[config.mk]
export PLATFORM = sky130hd
export DESIGN_NAME = lru_writeback_cache_controller_core
export DESIGN_NICKNAME = d
export VERILOG_FILES = /design/src/design/lwcc_pkg.sv /design/src/design/lwcc_ctrl.sv /design/src/design/lwcc_datapath.sv /design/src/design/lru_writeback_cache_controller_core.sv
export SDC_FILE = /design/constraint.sdc
export NUM_CORES = 2
export LEC_CHECK = 0
export BUFFER_PORTS_ARGS = -buffer_cell sky130_fd_sc_hd__buf_2
export CAP_MARGIN = 20
export CORE_AREA = 3 3 351 353
export DETAILED_ROUTE_END_ITERATION = 12
export DIE_AREA = 0 0 354 356
export PLACE_DENSITY = 0.62
export SLEW_MARGIN = 20
export SYNTH_ARGS = -nofsm -noshare
export SYNTH_HDL_FRONTEND = slang
export SYNTH_HIERARCHICAL = 1
export SYNTH_SLANG_ARGS = --single-unit
[constraint.sdc]
create_clock -name clk_i -period 7.85 [get_ports clk_i]
set_input_delay 0.3925 -clock clk_i [delete_from_list [all_inputs] [get_ports clk_i]]
set_output_delay 0.3925 -clock clk_i [all_outputs]
set_load 0.03 [all_outputs]
[src/design/lwcc_pkg.sv]
// shared types and constants of the lru write-back cache tag controller
`default_nettype none

package lwcc_pkg;

  localparam int unsigned LWCC_ENTRIES   = 32;
  localparam int unsigned LWCC_ADDR_BITS = 16;
  localparam int unsigned FUNC_W         = 2;
  localparam int unsigned SLOT_W         = 5;
  localparam int unsigned WBA_W          = 16;

  typedef enum logic [FUNC_W-1:0] {
    FUNC_READ    = 2'd0,
    FUNC_WRITE   = 2'd1,
    FUNC_INSTALL = 2'd2,
    FUNC_FLUSH   = 2'd3
  } func_e;

  typedef struct packed {
    logic capture;
    logic update;
    logic flush_step;
  } dp_cmd_t;

  typedef struct packed {
    logic flush_last;
  } dp_status_t;

endpackage

`default_nettype wire

[src/design/lwcc_ctrl.sv]
// controller state machine sequencing accesses and the flush walk
`default_nettype none

module lwcc_ctrl
  import lwcc_pkg::*;
(
  input  wire logic              clk_i,
  input  wire logic              rst_ni,
  input  wire logic              start_i,
  input  wire logic [FUNC_W-1:0] func_i,
  input  wire dp_status_t        status_i,
  output dp_cmd_t                cmd_o,
  output logic                   busy_o
);

  localparam logic [1:0] ST_IDLE   = 2'd0;
  localparam logic [1:0] ST_ACCESS = 2'd1;
  localparam logic [1:0] ST_FLUSH  = 2'd2;

  logic [1:0] state_q, state_d;
  logic       accept;

  assign accept = start_i && (state_q == ST_IDLE);
  assign busy_o = (state_q != ST_IDLE);

  always_comb begin
    state_d     = state_q;
    cmd_o       = '0;
    cmd_o.capture = accept;
    unique case (state_q)
      ST_IDLE: begin
        if (accept) begin
          state_d = (func_e'(func_i) == FUNC_FLUSH) ? ST_FLUSH : ST_ACCESS;
        end
      end
      ST_ACCESS: begin
        cmd_o.update = 1'b1;
        state_d      = ST_IDLE;
      end
      ST_FLUSH: begin
        cmd_o.flush_step = 1'b1;
        if (status_i.flush_last) begin
          state_d = ST_IDLE;
        end
      end
      default: begin
        state_d = ST_IDLE;
      end
    endcase
  end

  always_ff @(posedge clk_i or negedge rst_ni) begin
    if (!rst_ni) begin
      state_q <= ST_IDLE;
    end else begin
      state_q <= state_d;
    end
  end

endmodule

`default_nettype wire

[src/design/lwcc_datapath.sv]
// tag, valid, dirty and recency datapath with result registers
`default_nettype none

module lwcc_datapath
  import lwcc_pkg::*;
#(
  parameter int unsigned ENTRIES   = LWCC_ENTRIES,
  parameter int unsigned ADDR_BITS = LWCC_ADDR_BITS
) (
  input  wire logic                       clk_i,
  input  wire logic                       rst_ni,
  input  wire dp_cmd_t                    cmd_i,
  input  wire logic [FUNC_W-1:0]          func_i,
  input  wire logic [ADDR_BITS-1:0]       node_addr_i,
  output dp_status_t                      status_o,
  output logic                            result_valid_o,
  output logic                            hit_o,
  output logic [$clog2(ENTRIES)-1:0]      slot_o,
  output logic                            need_fill_o,
  output logic                            evict_valid_o,
  output logic                            write_back_o,
  output logic [ADDR_BITS-1:0]            write_back_addr_o,
  output logic                            last_o
);

  localparam int unsigned RANK_W = $clog2(ENTRIES);
  localparam int unsigned OCC_W  = $clog2(ENTRIES + 1);

  // entry state
  logic [ADDR_BITS-1:0] tag_q   [ENTRIES];
  logic [RANK_W-1:0]    rank_q  [ENTRIES];
  logic [ENTRIES-1:0]   valid_q;
  logic [ENTRIES-1:0]   dirty_q;
  logic [OCC_W-1:0]     occ_q;

  // captured access
  func_e                func_q;
  logic [ADDR_BITS-1:0] addr_q;
  logic [ENTRIES-1:0]   match_q;
  logic [ENTRIES-1:0]   victim_q;
  logic [RANK_W-1:0]    walk_q;

  // result registers
  logic                 res_valid_q;
  logic                 hit_q;
  logic [RANK_W-1:0]    slot_q;
  logic                 fill_q;
  logic                 evict_q;
  logic                 wb_q;
  logic [ADDR_BITS-1:0] wba_q;
  logic                 last_q;

  logic                 hit;
  logic                 full;
  logic                 evict;
  logic [ENTRIES-1:0]   free_vec;
  logic [ENTRIES-1:0]   first_free;
  logic [ENTRIES-1:0]   sel;
  logic [ENTRIES-1:0]   fl_match;
  logic [ENTRIES-1:0]   fl_rest;
  logic                 fl_found;
  logic                 fl_rest_any;
  logic                 fl_emit;
  logic [ENTRIES-1:0]   pick;
  logic [RANK_W-1:0]    pick_slot;
  logic [ADDR_BITS-1:0] pick_tag;
  logic [RANK_W-1:0]    pick_rank;
  logic                 pick_dirty;
  logic [RANK_W-1:0]    old_rank;

  assign hit        = |match_q;
  assign full       = (occ_q == OCC_W'(ENTRIES));
  assign evict      = !hit && full;
  assign free_vec   = ~valid_q;
  assign first_free = free_vec & (~free_vec + ENTRIES'(1));
  assign sel        = hit ? match_q : (full ? victim_q : first_free);

  always_comb begin
    for (int i = 0; i < ENTRIES; i++) begin
      fl_match[i] = valid_q[i] && dirty_q[i] && (rank_q[i] == walk_q);
      fl_rest[i]  = valid_q[i] && dirty_q[i] && !fl_match[i];
    end
  end

  assign fl_found    = |fl_match;
  assign fl_rest_any = |fl_rest;
  assign fl_emit     = cmd_i.flush_step && (fl_found || !fl_rest_any);
  assign status_o.flush_last = !fl_rest_any;

  assign pick = cmd_i.flush_step ? fl_match : sel;

  always_comb begin
    pick_slot  = '0;
    pick_tag   = '0;
    pick_rank  = '0;
    pick_dirty = 1'b0;
    for (int i = 0; i < ENTRIES; i++) begin
      if (pick[i]) begin
        pick_slot  = pick_slot | RANK_W'(i);
        pick_tag   = pick_tag | tag_q[i];
        pick_rank  = pick_rank | rank_q[i];
        pick_dirty = pick_dirty | dirty_q[i];
      end
    end
  end

  // a new entry ages every other valid entry
  assign old_rank = (hit || full) ? pick_rank : RANK_W'(ENTRIES - 1);

  always_ff @(posedge clk_i) begin
    if (cmd_i.capture) begin
      func_q <= func_e'(func_i);
      addr_q <= node_addr_i;
      for (int i = 0; i < ENTRIES; i++) begin
        match_q[i]  <= valid_q[i] && (tag_q[i] == node_addr_i);
        victim_q[i] <= (rank_q[i] == RANK_W'(ENTRIES - 1));
      end
    end
    if (cmd_i.update && !hit) begin
      for (int i = 0; i < ENTRIES; i++) begin
        if (sel[i]) begin
          tag_q[i] <= addr_q;
        end
      end
    end
  end

  always_ff @(posedge clk_i or negedge rst_ni) begin
    if (!rst_ni) begin
      valid_q <= '0;
      dirty_q <= '0;
      occ_q   <= '0;
      walk_q  <= '0;
      for (int i = 0; i < ENTRIES; i++) begin
        rank_q[i] <= '0;
      end
    end else begin
      if (cmd_i.capture) begin
        walk_q <= '0;
      end else if (cmd_i.flush_step) begin
        walk_q <= walk_q + RANK_W'(1);
        dirty_q <= dirty_q & ~fl_match;
      end
      if (cmd_i.update) begin
        for (int i = 0; i < ENTRIES; i++) begin
          if (sel[i]) begin
            valid_q[i] <= 1'b1;
            rank_q[i]  <= '0;
            if (hit) begin
              if (func_q == FUNC_WRITE) begin
                dirty_q[i] <= 1'b1;
              end else if (func_q == FUNC_INSTALL) begin
                dirty_q[i] <= 1'b0;
              end
            end else begin
              dirty_q[i] <= (func_q == FUNC_WRITE);
            end
          end else if (valid_q[i] && (rank_q[i] < old_rank)) begin
            rank_q[i] <= rank_q[i] + RANK_W'(1);
          end
        end
        if (!hit && !full) begin
          occ_q <= occ_q + OCC_W'(1);
        end
      end
    end
  end

  always_ff @(posedge clk_i or negedge rst_ni) begin
    if (!rst_ni) begin
      res_valid_q <= 1'b0;
    end else begin
      res_valid_q <= cmd_i.update || fl_emit;
    end
  end

  always_ff @(posedge clk_i) begin
    if (cmd_i.update) begin
      hit_q   <= hit;
      slot_q  <= pick_slot;
      fill_q  <= !hit && (func_q == FUNC_READ);
      evict_q <= evict;
      wb_q    <= evict && pick_dirty;
      wba_q   <= (evict && pick_dirty) ? pick_tag : '0;
      last_q  <= 1'b1;
    end else if (fl_emit) begin
      hit_q   <= 1'b0;
      slot_q  <= pick_slot;
      fill_q  <= 1'b0;
      evict_q <= 1'b0;
      wb_q    <= fl_found;
      wba_q   <= fl_found ? pick_tag : '0;
      last_q  <= !fl_rest_any;
    end
  end

  assign result_valid_o    = res_valid_q;
  assign hit_o             = hit_q;
  assign slot_o            = slot_q;
  assign need_fill_o       = fill_q;
  assign evict_valid_o     = evict_q;
  assign write_back_o      = wb_q;
  assign write_back_addr_o = wba_q;
  assign last_o            = last_q;

  // valid tags are unique
  a_match_unique: assert property (@(posedge clk_i) disable iff (!rst_ni)
    cmd_i.update |-> $onehot0(match_q))
    else $error("more than one entry matched the address");

  // a full cache has exactly one least recent entry
  a_victim_single: assert property (@(posedge clk_i) disable iff (!rst_ni)
    (cmd_i.update && !hit && full) |-> $onehot(victim_q))
    else $error("no single eviction victim in a full cache");

  // valid dirty entries have distinct recency ranks
  a_flush_unique: assert property (@(posedge clk_i) disable iff (!rst_ni)
    cmd_i.flush_step |-> $onehot0(fl_match))
    else $error("two dirty entries share a recency rank");

  a_occ_bound: assert property (@(posedge clk_i) disable iff (!rst_ni)
    occ_q <= OCC_W'(ENTRIES))
    else $error("occupancy above entry count");

endmodule

`default_nettype wire

[src/design/lru_writeback_cache_controller_core.sv]
// top level of the fully associative lru write-back cache tag controller
//
//  channel   signals                                   direction  handshake
//  access    func_i, node_addr_i                       in         start_i && !busy_o
//  result    hit_o, slot_o, need_fill_o, evict_valid_o out        result_valid_o strobe
//            write_back_o, write_back_addr_o, last_o
//
//  read, write and install go from idle to the access state and back to idle before
//  the next start is taken; their result word is strobed in the cycle after the entry update
//  flush walks recency ranks one per cycle from most recent, giving one word per
//  dirty entry, or one word if none is dirty; it ends at the least recent dirty entry
//  reset clears valid, dirty, rank and occupancy at once, no clearing pass
//  the receiver cannot stall: each result word is on the ports for one cycle
`default_nettype none

module lru_writeback_cache_controller_core
  import lwcc_pkg::*;
#(
  parameter int unsigned ENTRIES   = LWCC_ENTRIES,
  parameter int unsigned ADDR_BITS = LWCC_ADDR_BITS
) (
  input  wire logic                       clk_i,
  input  wire logic                       rst_ni,
  input  wire logic                       start_i,
  output logic                            busy_o,
  input  wire logic [FUNC_W-1:0]          func_i,
  input  wire logic [ADDR_BITS-1:0]       node_addr_i,
  output logic                            result_valid_o,
  output logic                            hit_o,
  output logic [$clog2(ENTRIES)-1:0]      slot_o,
  output logic                            need_fill_o,
  output logic                            evict_valid_o,
  output logic                            write_back_o,
  output logic [ADDR_BITS-1:0]            write_back_addr_o,
  output logic                            last_o
);

  dp_cmd_t    cmd;
  dp_status_t status;

  lwcc_ctrl u_ctrl (
    .clk_i    (clk_i),
    .rst_ni   (rst_ni),
    .start_i  (start_i),
    .func_i   (func_i),
    .status_i (status),
    .cmd_o    (cmd),
    .busy_o   (busy_o)
  );

  lwcc_datapath #(
    .ENTRIES   (ENTRIES),
    .ADDR_BITS (ADDR_BITS)
  ) u_datapath (
    .clk_i             (clk_i),
    .rst_ni            (rst_ni),
    .cmd_i             (cmd),
    .func_i            (func_i),
    .node_addr_i       (node_addr_i),
    .status_o          (status),
    .result_valid_o    (result_valid_o),
    .hit_o             (hit_o),
    .slot_o            (slot_o),
    .need_fill_o       (need_fill_o),
    .evict_valid_o     (evict_valid_o),
    .write_back_o      (write_back_o),
    .write_back_addr_o (write_back_addr_o),
    .last_o            (last_o)
  );

endmodule

`default_nettype wire

After elaboration in Yosys (flattened, before gate mapping)

Memories as Yosys holds them, arrays and structs flattened.
Cells that the tools add are included.

Output and inout bits: 28
Bits in registers: 346
Memories kept: 1
Input bits: 21
Bits in writable memories: 512

Multiplexer cells: 934
Add/sub/neg operators: 35
Bitwise gates (word level): 98
Equality and inequality tests: 169
Reduce and logical (&&, ||, !) cells: 279
$lt $le $gt $ge: 32

Memory list:

| name             | depth | bits a word | read ports | clocked after memory_dff | write ports | RTL line            | RTL |
|---|---|---|---|---|---|---|---|
| u_datapath.tag_q | 32    | 16          | 32         | 0                        | 32          | lwcc_datapath.sv:30 | `logic [ADDR_BITS-1:0] tag_q [ENTRIES];` |

Operators with widths:

| operator                                                        | number |
|---|---|
| 5-bit two-way mux                                               | 215 |
| 1-bit two-way mux                                               | 653 |
| 16-bit two-way mux                                              | 37 |
| 16-bit equality test                                            | 32 |
| 16-bit OR                                                       | 31 |
| 32-bit two-way mux                                              | 7 |
| 1-bit logical AND                                               | 167 |
| 5-bit by 1-bit adder with 5-bit output, second input constant   | 33 |
| 5-bit equality test                                             | 32 |
| 5-bit equality test, second input constant                      | 32 |
| 5-bit < comparator                                              | 32 |
| 5-bit OR                                                        | 31 |
| 2-bit AND reduction                                             | 66 |
| 3-bit != test, second input constant                            | 32 |
| 32-bit NOT                                                      | 3 |
| 32-bit OR reduction                                             | 3 |
| 2-bit != test, second input constant                            | 34 |
| 32-bit AND                                                      | 2 |
| 1-bit logical NOT                                               | 35 |
| 32-bit by 1-bit adder with 32-bit output, second input constant | 1 |
| 4-bit two-way mux                                               | 8 |
| 1-bit OR                                                        | 31 |
| 2-bit two-way mux                                               | 7 |
| 3-bit two-way mux                                               | 4 |
| other kinds (10)                                                | 19 |

Depth between registers and ports, before layout

Depth in word-level cells: 78
Gate-level depth with buffers: 23
Gate-level depth less buffers: 19

Modules after synthesis

The synthesis kept the hierarchy.

Modules (own cells, without submodules):

| module        | cells an instance | area an instance (µm²) | instances |
|---|---|---|---|
| lwcc_datapath | 4245              | 47884.7                | 1 |
| lwcc_ctrl     | 11                | 118.9                  | 1 |

Least setup slack after synthesis

Ideal clock, no wire load.

Path type: register to register
Start point: reg u_ctrl.state_q[1]
End point: reg u_datapath/rank_q[31] (netlist name)
Setup slack: 1140 ps
Setup time: 125 ps
Data arrival time: 6586 ps
Period minus slack after synthesis: 6710 ps
Stages on the path, launching flop included: 19
Cells stage by stage: dfrtp_1 > and2b_2 > clkbuf_1 > clkinv_1 > buf_1 > clkbuf_1 > clkbuf_1 > mux2_2 > clkbuf_1 > a22o_1 > a221oi_1 > nand4_1 > nor3_1 > ha_1 > nor3_1 > a211oi_1 > maj3_1 > a21oi_2 > mux2_2

RTL lines:

| element                        | RTL line             | RTL |
|---|---|---|
| start: declaration             | lwcc_ctrl.sv:20      | `logic [1:0] state_q, state_d;` |
| start signal: assignment       | lwcc_ctrl.sv:56      | `state_q <= state_d;` |
| end signal: indexed assignment | lwcc_datapath.sv:159 | `rank_q[i] <= rank_q[i] + RANK_W'(1);` |
| end: declaration               | lwcc_datapath.sv:31  | `logic [RANK_W-1:0] rank_q [ENTRIES];` |

Worst setup path in the final report

Start point: reg u_datapath.match_q[24]
End point: reg u_datapath/rank_q[75] (netlist name)

Cells in the longest elaborated chain, start to end: 71
Elaborated cells between the ends (all ways): 74
Classes of those cells: 1 x order compare; 1 x eq/ne; 37 x mux; 31 x bitwise; 4 x reduce/logical

RTL lines:

| element                              | RTL line             | RTL |
|---|---|---|
| start: declaration                   | lwcc_datapath.sv:39  | `logic [ENTRIES-1:0] match_q;` |
| start signal: indexed assignment     | lwcc_datapath.sv:115 | `match_q[i] <= valid_q[i] && (tag_q[i] == node_addr_i);` |
| 32-bit OR reduction                  | lwcc_datapath.sv:71  | `assign hit = \|match_q;` |
| 32-bit two-way mux                   | lwcc_datapath.sv:76  | `assign sel = hit ? match_q : (full ? victim_q : first_free);` |
| 32-bit two-way mux                   | lwcc_datapath.sv:90  | `assign pick = cmd_i.flush_step ? fl_match : sel;` |
| 5-bit two-way mux                    | lwcc_datapath.sv:98  | `if (pick[i]) begin` |
| 5-bit OR                             | lwcc_datapath.sv:101 | `pick_rank = pick_rank \| rank_q[i];` |
| 5-bit two-way mux                    | lwcc_datapath.sv:98  |  |
| 5-bit OR                             | lwcc_datapath.sv:101 |  |
| 5-bit two-way mux                    | lwcc_datapath.sv:98  |  |
| [55 not listed]                      | --                   |  |
| 5-bit two-way mux                    | lwcc_datapath.sv:98  |  |
| 5-bit OR                             | lwcc_datapath.sv:101 |  |
| 5-bit two-way mux                    | lwcc_datapath.sv:98  |  |
| 5-bit two-way mux                    | lwcc_datapath.sv:108 | `assign old_rank = (hit \|\| full) ? pick_rank : RANK_W'(ENTRIES - 1);` |
| 5-bit < comparator                   | lwcc_datapath.sv:158 | `end else if (valid_q[i] && (rank_q[i] < old_rank)) begin` |
| 1-bit logical AND                    | lwcc_datapath.sv:158 |  |
| 3-bit != test (no source line)       | --                   |  |
| 2-bit AND reduction (no source line) | --                   |  |

Parallel ways exist; a longest one is shown, timed or not. The select of a mux whose other input is x is not followed.
A chain may end at the register's enable or synchronous reset.

==> flow_metrics.tcl <==
set metrics [dict create \
    cts.clk_slew.worst_paths_ns 0.06 \
    rrSetupSlack_ns 1.35 \
    slew_violations 0 \
    cts_root_buffer "clkbuf_16" \
    ys_ff_latch 858 \
    core-area_um2 120000 \
    antenna_left 0 \
    cts_buffer_depth 3 \
    r2r-end "u_datapath/rank_q[75]" \
    rows 127 \
    wl_per_cell_um 32.1 \
    crit_type "flop to flop" \
    worstSkewPairLatency_ns 0.70 \
    rsz0062_at_grt "false" \
    fin_setup_tns_ns 0 \
    fmax_mhz 154 \
    status "complete, no violations" \
    synthesis.nets 4440 \
    boundaryPins 49 \
    synth-async-reset-ratio_pct 27.7 \
    rr_startpoint "u_datapath/match_q[24]" \
    min_from "node_addr_i[7]" \
    grt_antenna_before_repair 9 \
    drive_gt1_share_pct 10.8 \
    ys_warn_count 6 \
    gp_congestion 1.12 \
    crit_fanout 23 \
    syn_inst 4256 \
    fin_crit_sh_pct 82.8 \
    dr.pass1.iters 7 \
    worstSetupEndpointType "flop" \
    reg2regPathDepth 18 \
    drc 0 \
    cts_made_buffers 94 \
    min_period_ns 6.50 \
    gr-total-overflow 0 \
    holdPathStages 1 \
    worst_pin_slew_ns 1.24 \
    arrival_ns 7.09 \
    finClkSkew_ns 0.0367 \
    avgViaCountPerCell 6.52 \
    area_growth_pct 12.0 \
    grt_first_pass_wirelength_mm 272 \
    hold_class "primary input to flop" \
    grt_pass1_vias 36603 \
    synth_ff_type "edfxtp_1" \
    slew_headroom_pct 16.6 \
    die_area_um2 126000 \
    dieHeight_um 356 \
    power_per_cell_area_nw_per_um2 360 \
    drv_cap 0 \
    hold_violations 0 \
    synth_area_um2 48000 \
    min_to "u_datapath/addr_q[7]" \
    syn_avg_cell_area_um2 11.3 \
    start_util_pct 40.0 \
    synth_edf_count 619 \
    setup_viol 0 \
    grt_usage_pct 29.6 \
    peakVddDrop_uv 384 \
    io_buffers 48 \
    ys_types 94 \
    cp.required_ns 8.43 \
    grt_max_degree 140 \
    nNetsFinal 4470 \
    htree_levels 3 \
    final_cells 5983 \
    synth_seq_area_share_pct 51.2 \
    drt_wl_total_mm 192 \
    die_x_um 354 \
    dp_cells 5796 \
    dp_hpwl_mm 135 \
    cts.sink_count 858 \
    cts_tree "done" \
    via_count 39039 \
    cp-start-kind "flop" \
    p_leak_nw 19.4 \
    dr.first_iter.drc_count 6596 \
]
==> layer usage <==
metal  up-vias  GRT usage (%)  share of wire, %
met4         6           14.6               6.1
met1     19419           40.9                40
met5         -              0             0.019
met3       564           7.30                12
li1      16206              -                 -
met2      2844           43.5                42
==> synth_stat cells (15+ instances only) <==
library cell | number | area share [%]
buf_2 | 30 | 0.31
a221oi_1 | 67 | 1.2
a31o_2 | 17 | 0.31
and3_1 | 45 | 0.59
or2_2 | 17 | 0.22
ha_1 | 163 | 4.2
and2_1 | 21 | 0.27
o21ai_0 | 68 | 0.71
a21boi_0 | 18 | 0.28
edfxtp_1 | 619 | 39
a211oi_2 | 16 | 0.42
mux2_2 | 15 | 0.35
xnor2_1 | 452 | 8.2
maj3_1 | 18 | 0.38
nand3_1 | 104 | 1.1
o22ai_1 | 23 | 0.30
mux2i_1 | 101 | 2.1
nand2_1 | 445 | 3.5
nor3_1 | 112 | 1.2
a31oi_1 | 21 | 0.27
clkbuf_1 | 145 | 1.1
nand2b_1 | 59 | 0.77
a311oi_1 | 16 | 0.29
o21a_1 | 32 | 0.50
inv_1 | 45 | 0.35
buf_1 | 55 | 0.43
nor4_1 | 100 | 1.3
a211oi_1 | 21 | 0.33
nor2_1 | 164 | 1.3
a21oi_1 | 106 | 1.1
a222oi_1 | 55 | 1.1
o211ai_1 | 22 | 0.34
nand4_1 | 171 | 2.2
a311o_1 | 23 | 0.48
dfrtp_1 | 238 | 12
a22o_1 | 50 | 0.91
xor2_1 | 228 | 4.2
a22oi_1 | 155 | 2.4
==> worst max-delay path: stages (launching register included) <==
cell and delay [ns]:
edfxtp_1 0.48, nor4_1 0.91, nand4_1 0.52, a211oi_1 0.63
nor2_1 0.24, mux2i_4 0.83, a221o_1 0.45, a221oi_1 0.09
nand3_1 0.11, a221oi_1 0.05, nand3_1 0.12, nor3_2 0.07
buf_4 0.28, ha_1 0.29, nor3_1 0.18, a211oi_1 0.11
maj3_1 0.42, a21boi_2 0.24, mux2_2 0.36
==> worst max path at each step <==
stage | start | end | slack, ns | cells past startpoint
6_report | u_datapath/match_q[24] | u_datapath/rank_q[75] | 1.35 | 18
5_1_grt | u_datapath/match_q[24] | u_datapath/rank_q[75] | 1.26 | 18
4_1_cts | u_datapath/match_q[30] | u_datapath/rank_q[75] | 1.69 | 20
3_5_place_dp | u_datapath/match_q[30] | u_datapath/rank_q[75] | 1.70 | 20
3_3_place_gp | u_datapath/match_q[30] | u_datapath/rank_q[75] | 1.71 | 20
2_1_floorplan | u_ctrl/state_q[1] | u_datapath/rank_q[31] | 1.14 | 18
==> final cells by class <==
class                      instances  area [µm²]
antenna                            3        7.51
clock buffer                     131        2620
clock inverter                    47         568
fill                           11145       66400
inverter                          47         176
multi-input combinational       3109       22500
sequential                       858       24600
tap                             1612        2020
timing repair buffer             176        1280
==> registers in the layout, indices dropped and copies added, names as in the netlist, 2 cells and up <==
register / count
u_datapath/slot_o: 5
u_datapath/tag_q: 512
u_datapath/func_q: 2
u_datapath/match_q: 32
u_datapath/rank_q: 160
u_datapath/addr_q: 16
u_datapath/occ_q: 6
u_datapath/valid_q: 32
u_datapath/walk_q: 5
u_datapath/dirty_q: 32
u_ctrl/state_q: 2
u_datapath/victim_q: 32
u_datapath/write_back_addr_o: 16
==> where the power goes <==
| group | leakage, nW | internal [mW] | switching (mW) |
|---|---|---|---|
| sequential | 8.65 | 5.42 | 0.943 |
| clock | 1.55 | 2.65 | 1.96 |
| combinational | 9.17 | 2.65 | 5.70 |
| total | 19.4 | 10.7 | 8.60 |
==> cell families (layout without fill, tap and decap cells) <==
family / after synthesis / count (layout) / share of synthesized area [%]
AOI/OAI and AO/OA: 821 / 821 / 13.1
xor gates and xnor gates: 680 / 680 / 12.4
adders and majority gates: 185 / 185 / 4.72
buffers and inverters: 289 / 401 / 2.44
DFF: 858 / 858 / 51.2
muxes: 117 / 117 / 2.49
other: 0 / 3 / 0
and+or+nand+nor: 1306 / 1306 / 13.6
==> placed cells by master, fill, tap and decap left out, types with 68 or more instances in the layout <==
cell and n:
a21oi_1 97, a22oi_1 153, buf_4 118, clkbuf_16 96, dfrtp_1 233, edfxtp_1 619
ha_1 163, mux2i_1 94, nand2_1 444, nand3_1 104, nand4_1 171, nor2_1 149
nor3_1 108, nor4_1 97, o21ai_0 68, xnor2_1 452, xor2_1 228
==> per-stage QoR <==
step / total power, mW / utilization, % / instance area, µm² / worst slack (ns) / hold WS, ns
floorplan: 10.9 / - / 48000 / 1.14 / 0.0969
global placement: 14.3 / 42.0 / 50500 / 1.71 / 0.435
detailed placement: 14.4 / 42.0 / 50500 / 1.70 / 0.445
CTS: 19.0 / 44.7 / 53700 / 1.69 / 0.00693
global route: 20.0 / 44.7 / 53800 / 1.26 / 0.0290
finish: 19.3 / 44.8 / 53800 / 1.35 / 0.0404
==> timing repair <==
action                    in CTS  in global routing
buffers inserted               0                  0
hold buffers                   5                  0
resized for setup              0                  0
hold endpoints to repair     103                  0
Note: power is estimated with default switching activity, not from simulation.
